[src/rtl/tcbs_pkg.sv]
// tcbs_pkg: shared types and constants of the text control byte sanitiser
// payload structs of both channels and the front-to-back release interface
// no dependencies
package tcbs_pkg;

  // default number of escape parameter bytes that may be held
  localparam int MAX_PARAM_BYTES_DEF = 16;

  // release counts and blank counts, wide enough for the whole parameter range
  localparam int CNT_W = 6;

  localparam logic [7:0] SPACE_BYTE = 8'h20;

  typedef struct packed {
    logic [7:0] in_byte;
    logic       string_end;
  } in_item_t;

  typedef struct packed {
    logic [7:0] out_byte;
    logic       run_last;
    logic       string_done;
  } out_item_t;

  // release command: play out count bytes, blanking the first blank of them
  typedef struct packed {
    logic [CNT_W-1:0] count;
    logic [CNT_W-1:0] blank;
    logic             done;
  } rel_cmd_t;

  // front to back: byte queue write and release command
  typedef struct packed {
    logic       push;
    logic [7:0] push_byte;
    logic       cmd_push;
    rel_cmd_t   cmd;
  } fb_t;

  // back to front: room in both queues
  typedef struct packed {
    logic data_room;
    logic cmd_room;
  } bf_t;

endpackage

[src/rtl/tcbs_front.sv]
// tcbs_front: accepts input bytes, tracks utf-8 and escape state, issues releases
// every accepted byte is queued; held bytes are released later by a command
// depends on tcbs_pkg
module tcbs_front #(
  parameter int MAX_PARAM_BYTES = tcbs_pkg::MAX_PARAM_BYTES_DEF
) (
  input  logic               clk,
  input  logic               rst_n,
  input  logic               in_valid,
  input  tcbs_pkg::in_item_t in_item,
  output logic               in_stall,
  input  logic               cfg_wr_en,
  input  logic               cfg_wr_data,
  output tcbs_pkg::fb_t      fb,
  input  tcbs_pkg::bf_t      bf
);
  import tcbs_pkg::*;

  localparam int HELD_DEPTH = MAX_PARAM_BYTES + 2;
  localparam int HW         = $clog2(HELD_DEPTH + 1);

  localparam logic [1:0] MODE_IDLE = 2'd0;
  localparam logic [1:0] MODE_UTF  = 2'd1;
  localparam logic [1:0] MODE_ESC  = 2'd2;
  localparam logic [1:0] MODE_CSI  = 2'd3;

  localparam logic [7:0] CH_ESC   = 8'h1B;
  localparam logic [7:0] CH_LBRK  = 8'h5B;
  localparam logic [7:0] CH_M     = 8'h6D;
  localparam logic [7:0] CH_LF    = 8'h0A;
  localparam logic [7:0] CH_CR    = 8'h0D;
  localparam logic [7:0] CH_DEL   = 8'h7F;
  localparam logic [7:0] CH_ZERO  = 8'h30;
  localparam logic [7:0] CH_NINE  = 8'h39;
  localparam logic [7:0] CH_SEMI  = 8'h3B;
  localparam logic [7:0] CH_COLON = 8'h3A;

  // continuation bytes due after a lead byte, zero if not a lead
  function automatic logic [2:0] lead_cont(input logic [7:0] b);
    logic [2:0] n;
    n = 3'd0;
    if ((b & 8'hE0) == 8'hC0)      n = 3'd1;
    else if ((b & 8'hF0) == 8'hE0) n = 3'd2;
    else if ((b & 8'hF8) == 8'hF0) n = 3'd3;
    else if ((b & 8'hFC) == 8'hF8) n = 3'd4;
    else if ((b & 8'hFE) == 8'hFC) n = 3'd5;
    return n;
  endfunction

  logic [1:0]    mode_r, mode_nxt;
  logic [2:0]    cont_r, cont_nxt;
  logic [HW-1:0] held_r, held_nxt;
  logic          allow_r;

  logic [7:0]       b;
  logic             fin;
  logic             accept;
  logic [CNT_W-1:0] held_ext;

  // fresh-byte classification
  logic [2:0] fr_need;
  logic       fr_hold;
  logic [1:0] fr_mode;
  logic [7:0] fr_val;

  logic             do_fresh;
  logic [CNT_W-1:0] base;
  logic [CNT_W-1:0] blank;
  logic [CNT_W-1:0] cnt;
  logic             cmd_v;
  logic [7:0]       push_byte;
  logic [2:0]       cont_dec;
  logic             is_cont;
  logic             is_param;

  assign b        = in_item.in_byte;
  assign fin      = in_item.string_end;
  assign in_stall = !(bf.data_room && bf.cmd_room);
  assign accept   = in_valid && !in_stall;
  assign held_ext = CNT_W'(held_r);
  assign is_cont  = (b & 8'hC0) == 8'h80;
  assign is_param = (b >= CH_ZERO && b <= CH_NINE) || b == CH_SEMI || b == CH_COLON;
  assign cont_dec = cont_r - {2'b00, (cont_r != 3'd0)};

  // classify a byte seen with nothing pending
  always_comb begin
    fr_need = lead_cont(b);
    fr_hold = 1'b0;
    fr_mode = MODE_IDLE;
    fr_val  = b;
    if (fr_need != 3'd0) begin
      if (fin) begin
        fr_val = SPACE_BYTE;
      end else begin
        fr_hold = 1'b1;
        fr_mode = MODE_UTF;
      end
    end else if (b == CH_ESC) begin
      if (allow_r && !fin) begin
        fr_hold = 1'b1;
        fr_mode = MODE_ESC;
      end else begin
        fr_val = SPACE_BYTE;
      end
    end else if (b < 8'h20 || b == CH_DEL || b >= 8'h80) begin
      fr_val = (b == CH_LF || b == CH_CR) ? b : SPACE_BYTE;
    end
  end

  // scan state update and release command
  always_comb begin
    mode_nxt  = mode_r;
    cont_nxt  = cont_r;
    held_nxt  = held_r;
    do_fresh  = 1'b0;
    base      = '0;
    blank     = '0;
    cnt       = '0;
    cmd_v     = 1'b0;
    push_byte = b;
    case (mode_r)
      MODE_UTF: begin
        if (is_cont) begin
          if (cont_dec == 3'd0) begin
            cmd_v    = 1'b1;
            cnt      = held_ext + 1'b1;
            mode_nxt = MODE_IDLE;
            held_nxt = '0;
            cont_nxt = 3'd0;
          end else if (fin) begin
            cmd_v    = 1'b1;
            cnt      = held_ext + 1'b1;
            blank    = held_ext + 1'b1;
            mode_nxt = MODE_IDLE;
            held_nxt = '0;
            cont_nxt = 3'd0;
          end else begin
            held_nxt = held_r + 1'b1;
            cont_nxt = cont_dec;
          end
        end else begin
          base     = held_ext;
          blank    = held_ext;
          do_fresh = 1'b1;
        end
      end
      MODE_ESC: begin
        if (b == CH_LBRK) begin
          if (fin) begin
            cmd_v    = 1'b1;
            cnt      = held_ext + 1'b1;
            mode_nxt = MODE_IDLE;
            held_nxt = '0;
          end else begin
            held_nxt = held_r + 1'b1;
            mode_nxt = MODE_CSI;
          end
        end else begin
          base     = held_ext;
          blank    = held_ext;
          do_fresh = 1'b1;
        end
      end
      MODE_CSI: begin
        if (is_param && held_r < HW'(HELD_DEPTH)) begin
          if (fin) begin
            cmd_v    = 1'b1;
            cnt      = held_ext + 1'b1;
            mode_nxt = MODE_IDLE;
            held_nxt = '0;
          end else begin
            held_nxt = held_r + 1'b1;
          end
        end else if (!is_param && b == CH_M) begin
          cmd_v    = 1'b1;
          cnt      = held_ext + 1'b1;
          mode_nxt = MODE_IDLE;
          held_nxt = '0;
        end else begin
          // rejected escape: only the esc itself is blanked
          base     = held_ext;
          blank    = {{(CNT_W-1){1'b0}}, 1'b1};
          do_fresh = 1'b1;
        end
      end
      default: begin
        do_fresh = 1'b1;
      end
    endcase

    // pending bytes flushed, then the breaking byte starts afresh
    if (do_fresh) begin
      if (fr_hold) begin
        held_nxt = {{(HW-1){1'b0}}, 1'b1};
        mode_nxt = fr_mode;
        cont_nxt = fr_need;
        cmd_v    = base != '0;
        cnt      = base;
      end else begin
        push_byte = fr_val;
        held_nxt  = '0;
        mode_nxt  = MODE_IDLE;
        cont_nxt  = 3'd0;
        cmd_v     = 1'b1;
        cnt       = base + 1'b1;
      end
    end
  end

  // queue writes
  always_comb begin
    fb.push       = accept;
    fb.push_byte  = push_byte;
    fb.cmd_push   = accept && cmd_v;
    fb.cmd.count  = cnt;
    fb.cmd.blank  = blank;
    fb.cmd.done   = fin;
  end

  // scan state and colour enable
  always_ff @(posedge clk) begin
    if (!rst_n) begin
      mode_r  <= MODE_IDLE;
      cont_r  <= 3'd0;
      held_r  <= '0;
      allow_r <= 1'b1;
    end else begin
      if (accept) begin
        mode_r <= mode_nxt;
        cont_r <= cont_nxt;
        held_r <= held_nxt;
      end
      if (cfg_wr_en) begin
        allow_r <= cfg_wr_data;
      end
    end
  end

endmodule

[src/rtl/tcbs_back.sv]
// tcbs_back: byte queue memory, release command queue and output playout
// plays out released bytes one per cycle while the output is not stalled, blanking as each command says
// depends on tcbs_pkg
module tcbs_back #(
  parameter int MAX_PARAM_BYTES = tcbs_pkg::MAX_PARAM_BYTES_DEF
) (
  input  logic                clk,
  input  logic                rst_n,
  input  tcbs_pkg::fb_t       fb,
  output tcbs_pkg::bf_t       bf,
  output logic                out_valid,
  output tcbs_pkg::out_item_t out_item,
  input  logic                out_stall
);
  import tcbs_pkg::*;

  localparam int HELD_DEPTH = MAX_PARAM_BYTES + 2;
  localparam int DEPTH      = 2 ** $clog2(HELD_DEPTH + 4);
  localparam int AW         = $clog2(DEPTH);
  localparam logic [AW:0] DEPTH_C = (AW + 1)'(DEPTH);

  localparam int CQ_DEPTH = 4;
  localparam int CQW      = $clog2(CQ_DEPTH);
  localparam logic [CQW:0] CQ_DEPTH_C = (CQW + 1)'(CQ_DEPTH);

  // byte queue
  logic [7:0]  mem [DEPTH];
  logic [AW:0] wr_ptr_r, rd_ptr_r;
  logic [AW:0] fill;

  // command queue
  rel_cmd_t       cq [CQ_DEPTH];
  logic [CQW-1:0] cq_wr_r, cq_rd_r;
  logic [CQW:0]   cq_cnt_r, cq_cnt_nxt;
  rel_cmd_t       head;
  logic           cq_pop;

  // playout
  logic [CNT_W-1:0] pos_r;
  logic             issue;
  logic             pos_last;
  logic             out_can;
  logic             fetch_v_r;
  logic [7:0]       rd_data_r;
  logic             f_blank_r, f_last_r, f_done_r;
  logic             out_valid_r;
  out_item_t        out_r;

  assign fill         = wr_ptr_r - rd_ptr_r;
  assign bf.data_room = fill != DEPTH_C;
  assign bf.cmd_room  = cq_cnt_r != CQ_DEPTH_C;
  assign head         = cq[cq_rd_r];
  assign out_can      = !out_valid_r || !out_stall;
  assign issue        = (cq_cnt_r != '0) && (!fetch_v_r || out_can);
  assign pos_last     = pos_r == head.count - 1'b1;
  assign cq_pop       = issue && pos_last;
  assign out_valid    = out_valid_r;
  assign out_item     = out_r;

  // byte memory: write at the tail, registered read at the head
  always_ff @(posedge clk) begin
    if (fb.push) begin
      mem[wr_ptr_r[AW-1:0]] <= fb.push_byte;
    end
    if (issue) begin
      rd_data_r <= mem[rd_ptr_r[AW-1:0]];
      f_blank_r <= pos_r < head.blank;
      f_last_r  <= pos_last;
      f_done_r  <= pos_last && head.done;
    end
  end

  // command storage
  always_ff @(posedge clk) begin
    if (fb.cmd_push) begin
      cq[cq_wr_r] <= fb.cmd;
    end
  end

  always_comb begin
    cq_cnt_nxt = cq_cnt_r;
    if (fb.cmd_push && !cq_pop) begin
      cq_cnt_nxt = cq_cnt_r + 1'b1;
    end else if (!fb.cmd_push && cq_pop) begin
      cq_cnt_nxt = cq_cnt_r - 1'b1;
    end
  end

  // queue pointers and playout position
  always_ff @(posedge clk) begin
    if (!rst_n) begin
      wr_ptr_r <= '0;
      rd_ptr_r <= '0;
      cq_wr_r  <= '0;
      cq_rd_r  <= '0;
      cq_cnt_r <= '0;
      pos_r    <= '0;
    end else begin
      cq_cnt_r <= cq_cnt_nxt;
      if (fb.push) begin
        wr_ptr_r <= wr_ptr_r + 1'b1;
      end
      if (fb.cmd_push) begin
        cq_wr_r <= cq_wr_r + 1'b1;
      end
      if (issue) begin
        rd_ptr_r <= rd_ptr_r + 1'b1;
        pos_r    <= pos_last ? '0 : pos_r + 1'b1;
      end
      if (cq_pop) begin
        cq_rd_r <= cq_rd_r + 1'b1;
      end
    end
  end

  // fetch stage and output register
  always_ff @(posedge clk) begin
    if (!rst_n) begin
      fetch_v_r   <= 1'b0;
      out_valid_r <= 1'b0;
    end else begin
      if (issue) begin
        fetch_v_r <= 1'b1;
      end else if (out_can) begin
        fetch_v_r <= 1'b0;
      end
      if (out_can) begin
        out_valid_r <= fetch_v_r;
      end
    end
  end

  always_ff @(posedge clk) begin
    if (out_can && fetch_v_r) begin
      out_r.out_byte    <= f_blank_r ? SPACE_BYTE : rd_data_r;
      out_r.run_last    <= f_last_r;
      out_r.string_done <= f_done_r;
    end
  end

endmodule

[src/rtl/text_control_byte_sanitizer.sv]
// text_control_byte_sanitizer: one output byte per input byte, unsafe bytes blanked
// path: a byte released by a transfer passes the queues, the fetch register and the output register;
// bytes of an open utf-8 or escape sequence wait until the sequence is judged
// throughput: one byte per cycle in and out while neither side stalls, set by the single byte queue read port
// reset: synchronous active-low rst_n empties both queues, colour codes allowed
// depends on tcbs_pkg, tcbs_front, tcbs_back
module text_control_byte_sanitizer #(
  parameter int MAX_PARAM_BYTES = tcbs_pkg::MAX_PARAM_BYTES_DEF
) (
  input  logic                clk,
  input  logic                rst_n,
  input  logic                in_valid,
  input  tcbs_pkg::in_item_t  in_item,
  output logic                in_stall,
  output logic                out_valid,
  output tcbs_pkg::out_item_t out_item,
  input  logic                out_stall,
  input  logic                cfg_wr_en,
  input  logic                cfg_wr_data
);
  import tcbs_pkg::*;

  fb_t fb;
  bf_t bf;

  // classification and hold tracking
  tcbs_front #(
    .MAX_PARAM_BYTES(MAX_PARAM_BYTES)
  ) u_front (
    .clk        (clk),
    .rst_n      (rst_n),
    .in_valid   (in_valid),
    .in_item    (in_item),
    .in_stall   (in_stall),
    .cfg_wr_en  (cfg_wr_en),
    .cfg_wr_data(cfg_wr_data),
    .fb         (fb),
    .bf         (bf)
  );

  // queues and output playout
  tcbs_back #(
    .MAX_PARAM_BYTES(MAX_PARAM_BYTES)
  ) u_back (
    .clk      (clk),
    .rst_n    (rst_n),
    .fb       (fb),
    .bf       (bf),
    .out_valid(out_valid),
    .out_item (out_item),
    .out_stall(out_stall)
  );

endmodule

[config.mk]
export PLATFORM = sky130hd
export DESIGN_NAME = text_control_byte_sanitizer
export DESIGN_NICKNAME = d
export VERILOG_FILES = /design/src/rtl/tcbs_pkg.sv /design/src/rtl/tcbs_front.sv /design/src/rtl/tcbs_back.sv /design/src/rtl/text_control_byte_sanitizer.sv
export SDC_FILE = /design/constraint.sdc
export NUM_CORES = 1
export LEC_CHECK = 0
export BUFFER_PORTS_ARGS = -buffer_cell sky130_fd_sc_hd__buf_2
export CAP_MARGIN = 15
export CORE_UTILIZATION = 40
export DETAILED_ROUTE_END_ITERATION = 8
export HOLD_SLACK_MARGIN = 0.02
export SLEW_MARGIN = 20
export SYNTH_ARGS = -nofsm -noshare
export SYNTH_HDL_FRONTEND = slang
export SYNTH_HIERARCHICAL = 1
export SYNTH_SLANG_ARGS = --single-unit
export TNS_END_PERCENT = 30
[constraint.sdc]
create_clock -name clk -period 5.4 [get_ports clk]
set_input_delay 1.62 -clock clk [delete_from_list [all_inputs] [get_ports clk]]
set_output_delay 1.62 -clock clk [all_outputs]
set_load 0.01 [all_outputs]
==> results of run 1 <==
[cell usage after synthesis (all sizes together) (10+ instances only)]
master and n:
buf 18, xor2 11, mux4 94, edfxtp 329, nor2b 16, nand3 13
nand2 63, and2 24, ha 27, inv 29, dfxtp 40, a21oi 10
xnor2 19, nor2 57, nand4 10, o21ai 18, clkbuf 28
[metrics by stage]
| stage | std cells | hold slack (ns) | total power [mW] |
|---|---|---|---|
| 6_report | 1521 | 0.442 | 7.61 |
| 3_3_place_gp | 1448 | 0.404 | 4.98 |
| 3_5_place_dp | 1448 | 0.411 | 5.00 |
| 5_1_grt | 1521 | 0.449 | 7.94 |
| 4_1_cts | 1520 | 0.442 | 7.70 |
| 2_1_floorplan | 921 | 0.400 | 4.55 |
[logic make-up after synthesis]
logic type	Yosys count
AO/OA/AOI/OAI	76
XOR/XNOR	30
adder cells (fa/ha/maj)	28
buffers and inverters	77
flip-flops	369
multiplexers	102
AND/OR/NAND/NOR	239
[worst max path at each step]
stage,from,endpoint,slack [ns],cells after the start
2_1_floorplan,in_item[5],u_back/cq_cnt_r[2],0.60,15
3_3_place_gp,in_item[6],u_back/cq_cnt_r[2],0.75,15
3_5_place_dp,in_item[5],u_back/cq_cnt_r[2],0.63,15
4_1_cts,u_back/rd_ptr_r[4],in_stall,0.79,7
5_1_grt,u_back/rd_ptr_r[4],in_stall,0.65,7
6_report,u_back/rd_ptr_r[4],in_stall,0.87,7
[registers in the layout, summed over array words and instances, names as in the netlist, 2 cells and up, named ones only]
name	flops
u_front/mode_r	2
u_front/held_r	5
u_back/wr_ptr_r	6
u_front/cont_r	3
u_back/pos_r	6
u_back/cq_rd_r	2
u_back/out_item	10
u_back/mem	256
u_back/rd_data_r	8
u_back/cq_cnt_r	3
u_back/cq_wr_r	2
u_back/cq	52
u_back/rd_ptr_r	6
[final cells by class]
cell class                      count  area [um2]  share of cell area (%)
Clock inverter                     20         236                    1.33
Timing Repair Buffer               56         363                    2.03
Sequential cell                   369       10700                    59.9
Inverter                           31         116                   0.652
Tap cell                          518         648                    3.63
Clock buffer                       52        1070                    5.98
Multi-Input combinational cell    475        4720                    26.5
[per-layer routing]
metal  vias to the layer above  wire length [um]  track usage (%)
met3                        48              1670             2.86
met5                         -                 0                0
met2                       211             15100             26.0
met4                         0               769             5.34
li1                       3723                 -                -
met1                      4140             14400             22.4
[power groups by stage]
stage,registers (mW),clock network (mW),logic (mW)
3_3_place_gp,3.48,0,1.50
5_1_grt,3.44,2.85,1.64
3_5_place_dp,3.48,0,1.52
6_report,3.42,2.69,1.50
4_1_cts,3.42,2.75,1.53
2_1_floorplan,3.46,0,1.09
[worst max-delay path: stages (launching register included)]
cell and delay [ns]:
dfxtp_1 0.65, clkinv_1 0.38, ha_1 0.40, and4b_1 0.19
o21a_1 0.18, o2111ai_1 0.27, nand2_1 0.14, buf_2 0.16
[cells in the final DEF, fill, tap and decap left out, types with 3 or more instances in the layout]
cell type | Yosys | routed
a21boi_0 | 9 | 7
a21oi_1 | 10 | 10
a31oi_1 | 4 | 3
and2_1 | 24 | 24
and3_1 | 4 | 4
buf_2 | 5 | 26
buf_4 | 3 | 29
bufinv_16 | 0 | 5
clkbuf_1 | 27 | 10
clkbuf_16 | 0 | 40
clkinv_1 | 2 | 9
clkinv_2 | 0 | 4
dfxtp_1 | 40 | 38
edfxtp_1 | 329 | 329
ha_1 | 27 | 27
inv_1 | 28 | 28
mux2i_1 | 8 | 8
mux4_1 | 11 | 11
mux4_2 | 83 | 83
nand2_1 | 62 | 62
nand2b_1 | 4 | 4
nand3_1 | 13 | 13
nand3b_1 | 3 | 3
nand4_1 | 10 | 10
nor2_1 | 56 | 56
nor2b_1 | 16 | 16
nor3_1 | 7 | 7
nor4_1 | 5 | 5
o211ai_1 | 3 | 3
o21a_1 | 5 | 5
o21ai_0 | 17 | 17
o22ai_1 | 3 | 3
o31ai_1 | 5 | 5
or2_2 | 3 | 3
or3_1 | 6 | 6
xnor2_1 | 19 | 19
xor2_1 | 11 | 11
==> metrics.txt, run 1 <==
status finished clean; Post CTS Setup Buffer Count 0; number of max-cap violations 0; max frequency 221 MHz; CORE AREA 38,700 um2; post-synthesis mux area share 14.2%; GPL Wtd Cong 0.831; critical path class reg -> out; Die ar. 40,200 um2; Post-Synth XOR/XNOR Area 1.67%; vias in the first global route 8,070; Comb pwr share 19.7%; leak pwr 5.89 nW; Post-Synth Simple-Gate Area 8.25%; P_sw 1.97 mW; fin area 17,800 um2; number of synthesized flops with an enable pin 329; num rows 72; RSZ-0062 raised after global routing false; Initial Util 40.7%; reg-to-reg slack, setup 1.06 ns; r2r startpoint u_back/rd_ptr_r[4]; Setup TNS Final 0 ns; top cell type's share of synthesized area 62.7%; later-pin clock latency in the skew report 0.54 ns; number of fill cells 3,330; hold crit path type reg -> reg; # setup viols final 0; final worst path period share 83.9%; sequential power share 45.0%; clock share of power 35.3%; aggregate global-route resource usage 16.2%; Pre-antenna DRT Iters 5; endpoint of the worst hold path u_back/out_item[0]; post-layout util 46.0%; layout cells sized above 1 22.3%; CTS tree done; antenna violations before repair 0; Setup WS pre-CTS 0.632 ns; Hold-fix buffers, CTS 0; Post-route DRC 0; measured slew at the worst slew-check pin 1.02 ns; Worst Path Required 3.78 ns; hold_sp u_back/f_done_r; Distinct cells, synth 76; IO Pins 27; average wire per standard cell 21.0 um; Period minus WS final 4.53 ns; die height 200 um; PwrDens 427 nW/um2; adder-cell share of the synthesized area 2.27%; Avg Vias per Cell 5.34; R2R depth 9; clk_skew 0.0303 ns; final wirelength 31,900 um; synthesized area 15,700 um2; largest family of logic cells by synthesized area multiplexers; Synth Area in Compound Gates 3.48%; Startpoint Class flop; Worst Path Arrival 2.91 ns; final hold violation count 0; DP Area 16,500 um2; post-CTS sizing 0; Antenna Nets Post-Route 0; Reg clk slew, reported paths 0.06 ns; Max-slew headroom 31.8%; dominant synthesized flop cell edfxtp_1; sequential-to-total area share from yosys stat 67.8%; CTS Sinks 369; Clock Tree Buf Depth 3; Syn Area/Cell 17.1 um2; maximum fanout along the worst path 10; Syn Nets 964; P_int 5.64 mW; CTS Buf Count 40; Reg2Reg Capture Point u_back/mem[7][5]; buffers added on ports 26; GR Overflow Total 0; area delta synth->final 13.3%; Switching Share 25.9%; Initial DRC Count 524; worst vdd ir 244 uV; async set-or-reset flop fraction in the synthesized netlist 0%; first-pass GRT wire length 49,200 um; YS warnings 6; Yosys top cell by area edfxtp_1; Area contributors post-synth edfxtp_1, mux4_2, dfxtp_1; flops & latches, synth 369; nets 1,016; Hold Path Cell Cnt 0; Final HPWL DP 20,700 um; final setup margin 0.872 ns; clk root buf clkbuf_16; Vias 8,122; Chip Width 200 um; htree depth 2; largest net degree at the start of global routing 69; # diodes 0; crit end category primary output; Max Slew Vio Count 0; Mapped Cells 921
Power figures use the tool's default switching activity.
==> run 2: changes to the inputs <==
--- a/config.mk
+++ b/config.mk
@@ -5,6 +5,7 @@
 export SDC_FILE = /design/constraint.sdc
 export NUM_CORES = 1
 export LEC_CHECK = 0
+export ABC_AREA = 1
 export BUFFER_PORTS_ARGS = -buffer_cell sky130_fd_sc_hd__buf_2
 export CAP_MARGIN = 15
 export CORE_UTILIZATION = 40
==> constraint.sdc (replaced) <==
create_clock -name clk -period 3.9 [get_ports clk]
set_input_delay 1.17 -clock clk [delete_from_list [all_inputs] [get_ports clk]]
set_output_delay 1.17 -clock clk [all_outputs]
set_load 0.01 [all_outputs]
==> run 2 against run 1 <==
  * First-iteration DRC count up 88%
  * Power up 60%
  * Combinational power up 130%
  * Setup slack worse by 0.64 ns
  * Critical path type unchanged
  * Largest cell class unchanged
  * Highest routed layer unchanged
==> metrics.txt, run 2 <==
most frequent cell after synthesis edfxtp_1 (unchanged); Syn Nets 1,499 (was 964); vias in the first global route 10,600 (was 8,070); final wirelength 39,400 um (was 31,900 um); nets 1,559 (was 1,016); Worst Path Arrival 2.50 ns (was 2.91 ns); first-pass GRT wire length 60,900 um (was 49,200 um); Worst Path Required 2.73 ns (was 3.78 ns); critical path class reg -> out (unchanged); CTS tree done (unchanged); GR Overflow Total 0 (unchanged); flops & latches, synth 369 (unchanged); DP Area 17,100 um2 (was 16,500 um2); CTS Sinks 369 (unchanged); RSZ-0062 raised after global routing false (unchanged); antenna violations before repair 0 (unchanged); Die ar. 41,100 um2 (was 40,200 um2); GPL Wtd Cong 0.892 (was 0.831); number of max-cap violations 0 (unchanged); Max Slew Vio Count 0 (unchanged); layout cells sized above 1 13.3% (was 22.3%); Switching Share 34.0% (was 25.9%); Max-slew headroom 42.1% (was 31.8%); Clock Tree Buf Depth 3 (unchanged); PwrDens 661 nW/um2 (was 427 nW/um2); Yosys top cell by area edfxtp_1 (unchanged); Post CTS Setup Buffer Count 0 (unchanged); clk_skew 0.0271 ns (was 0.0303 ns); area delta synth->final 14.0% (was 13.3%); YS warnings 6 (unchanged); Syn Area/Cell 11.1 um2 (was 17.1 um2); sequential power share 41.1% (was 45.0%); # setup viols final 0 (unchanged); Startpoint Class flop (unchanged); Final HPWL DP 24,700 um (was 20,700 um); final setup margin 0.230 ns (was 0.872 ns); sequential-to-total area share from yosys stat 66.2% (was 67.8%); average wire per standard cell 19.0 um (was 21.0 um); largest net degree at the start of global routing 74 (was 69); async set-or-reset flop fraction in the synthesized netlist 0% (unchanged); status finished clean (unchanged); Setup TNS Final 0 ns (unchanged); Post-route DRC 0 (unchanged); CTS Buf Count 40 (unchanged); later-pin clock latency in the skew report 0.57 ns (was 0.54 ns); fin area 18,400 um2 (was 17,800 um2); final hold violation count 0 (unchanged); top cell type's share of synthesized area 61.3% (was 62.7%); final worst path period share 94.1%; maximum fanout along the worst path 6 (was 10); dominant synthesized flop cell edfxtp_1 (unchanged); Setup WS pre-CTS 0.239 ns (was 0.632 ns); buffers added on ports 26 (unchanged); Initial Util 40.6% (was 40.7%); Avg Vias per Cell 5.32 (was 5.34); number of synthesized flops with an enable pin 329 (unchanged); Area contributors post-synth edfxtp_1, nor2_1, dfxtp_1 (was edfxtp_1, mux4_2, dfxtp_1); Initial DRC Count 985 (was 524); Hold-fix buffers, CTS 0 (unchanged); Pre-antenna DRT Iters 5 (unchanged); Distinct cells, synth 44 (was 76); P_int 8.02 mW (was 5.64 mW); Vias 11,000 (was 8,122); Comb pwr share 28.1% (was 19.7%); synth cell count leaders edfxtp_1, nor2_1, nand2_1, o21ai_0, inv_1 (was edfxtp_1, mux4_2, nand2_1, nor2_1, dfxtp_1); post-CTS sizing 0 (unchanged); commonest non-fill, non-tap cell in the layout edfxtp_1 (unchanged); number of fill cells 3,597 (was 3,330); crit end category primary output (unchanged); measured slew at the worst slew-check pin 0.865 ns (was 1.02 ns); IO Pins 27 (unchanged); Largest register FFs 256 (unchanged); DP Cell Count 1,999 (was 1,448); Hold Slack 0.419 ns (was 0.442 ns); synthesized area 16,100 um2 (was 15,700 um2); aggregate global-route resource usage 19.4% (was 16.2%); worst vdd ir 413 uV (was 244 uV); P_sw 4.14 mW (was 1.97 mW); num rows 73 (was 72); # diodes 0 (unchanged); CORE AREA 39,700 um2 (was 38,700 um2); Reg clk slew, reported paths 0.06 ns (about the same); die height 203 um (was 200 um); Mapped Cells 1,456 (was 921); Chip Width 203 um (was 200 um); max frequency 273 MHz; Period minus WS final 3.67 ns; leak pwr 6.67 nW (was 5.89 nW); htree depth 2 (unchanged); clk root buf clkbuf_16 (unchanged); Non-Filler Instances 2,069 (was 1,521); Antenna Nets Post-Route 0 (unchanged); hold crit path type reg -> reg (unchanged); commonest non-fill, non-tap cells in the layout edfxtp_1, nor2_1, nand2_1 (was edfxtp_1, mux4_2, nand2_1); clock share of power 30.9% (was 35.3%)
==> run 2: changes by cell type in the layout (fill, tap and decap cells not counted), sizes merged, moves of 16 or more <==
| cell | delta |
|---|---|
| nand2 | +138 |
| inv | +76 |
| o221ai | +25 |
| buf | +32 |
| mux4 | -94 |
| nand3 | +72 |
| and2 | -24 |
| o22ai | +41 |
| nor2b | -16 |
| nor2 | +189 |
| o21ai | +144 |
| a21oi | +37 |
==> run 2: layout make-up <==
type	count	area, um2	area share, %
clock buffers	51	1140	6.18
flip-flops and latches	369	10700	58.1
inverters	107	415	2.26
well taps	525	657	3.57
repair buffers	88	596	3.24
clock inverters	19	175	0.953
multi-input cells	910	4720	25.7
==> run 2: logic make-up after synthesis <==
kind of cell	count (synthesis)	share of synthesized area, %
AND/OR/NAND/NOR	572	15.6
XOR/XNOR	13	0.706
adder cells (fa/ha/maj)	28	2.22
AO/OA/AOI/OAI	297	10.6
flip-flops	369	66.2
buffers and inverters	177	4.65
==> run 2: per-stage QoR <==
stage,utilization (%),total power [mW]
after detailed placement,43.0,8.48
final,46.3,12.2
after global placement,43.0,8.42
after global routing,46.3,12.8
after CTS,46.3,12.2
after floorplan,-,7.29
==> run 2: routing by layer <==
| metal | up-vias | part of all wire (%) | global-route usage (%) |
|---|---|---|---|
| met1 | 5340 | 47 | 27.2 |
| met3 | 69 | 5.2 | 3.37 |
| met2 | 303 | 46 | 30.7 |
| li1 | 5289 | - | - |
| met5 | - | 0 | 0 |
| met4 | 0 | 2.7 | 6.20 |
==> run 2: critical path: stages, from the launching register on <==
cell      delay [ns]
dfxtp_1         0.41
inv_1           0.11
ha_1            0.20
o21bai_1        0.21
a21oi_1         0.14
o21bai_1        0.22
a21oi_1         0.11
xor2_1          0.14
nand3_1         0.13
nand2_1         0.14
buf_2           0.14
==> run 2: path summary, 6_finish.rpt <==
| path | startpoint | endpoint | slack (ns) | cells after the start |
|---|---|---|---|---|
| setup / recovery | u_back/wr_ptr_r[0] | in_stall | 0.23 | 10 |
| hold reg to reg | u_back/f_last_r | u_back/out_item[1] | 0.42 | 0 |
| setup reg to reg | u_back/wr_ptr_r[0] | u_back/cq_cnt_r[2] | 0.47 | 21 |
| hold / removal | u_back/f_last_r | u_back/out_item[1] | 0.42 | 0 |
==> run 2: power groups by stage <==
stage          Sequential, mW  Clock (mW)  Combinational [mW]
2_1_floorplan            5.05           0                2.24
3_3_place_gp             5.07           0                3.35
3_5_place_dp             5.08           0                3.41
4_1_cts                  5.00        3.82                3.42
5_1_grt                  5.03        3.98                3.79
6_report                 4.99        3.75                3.41
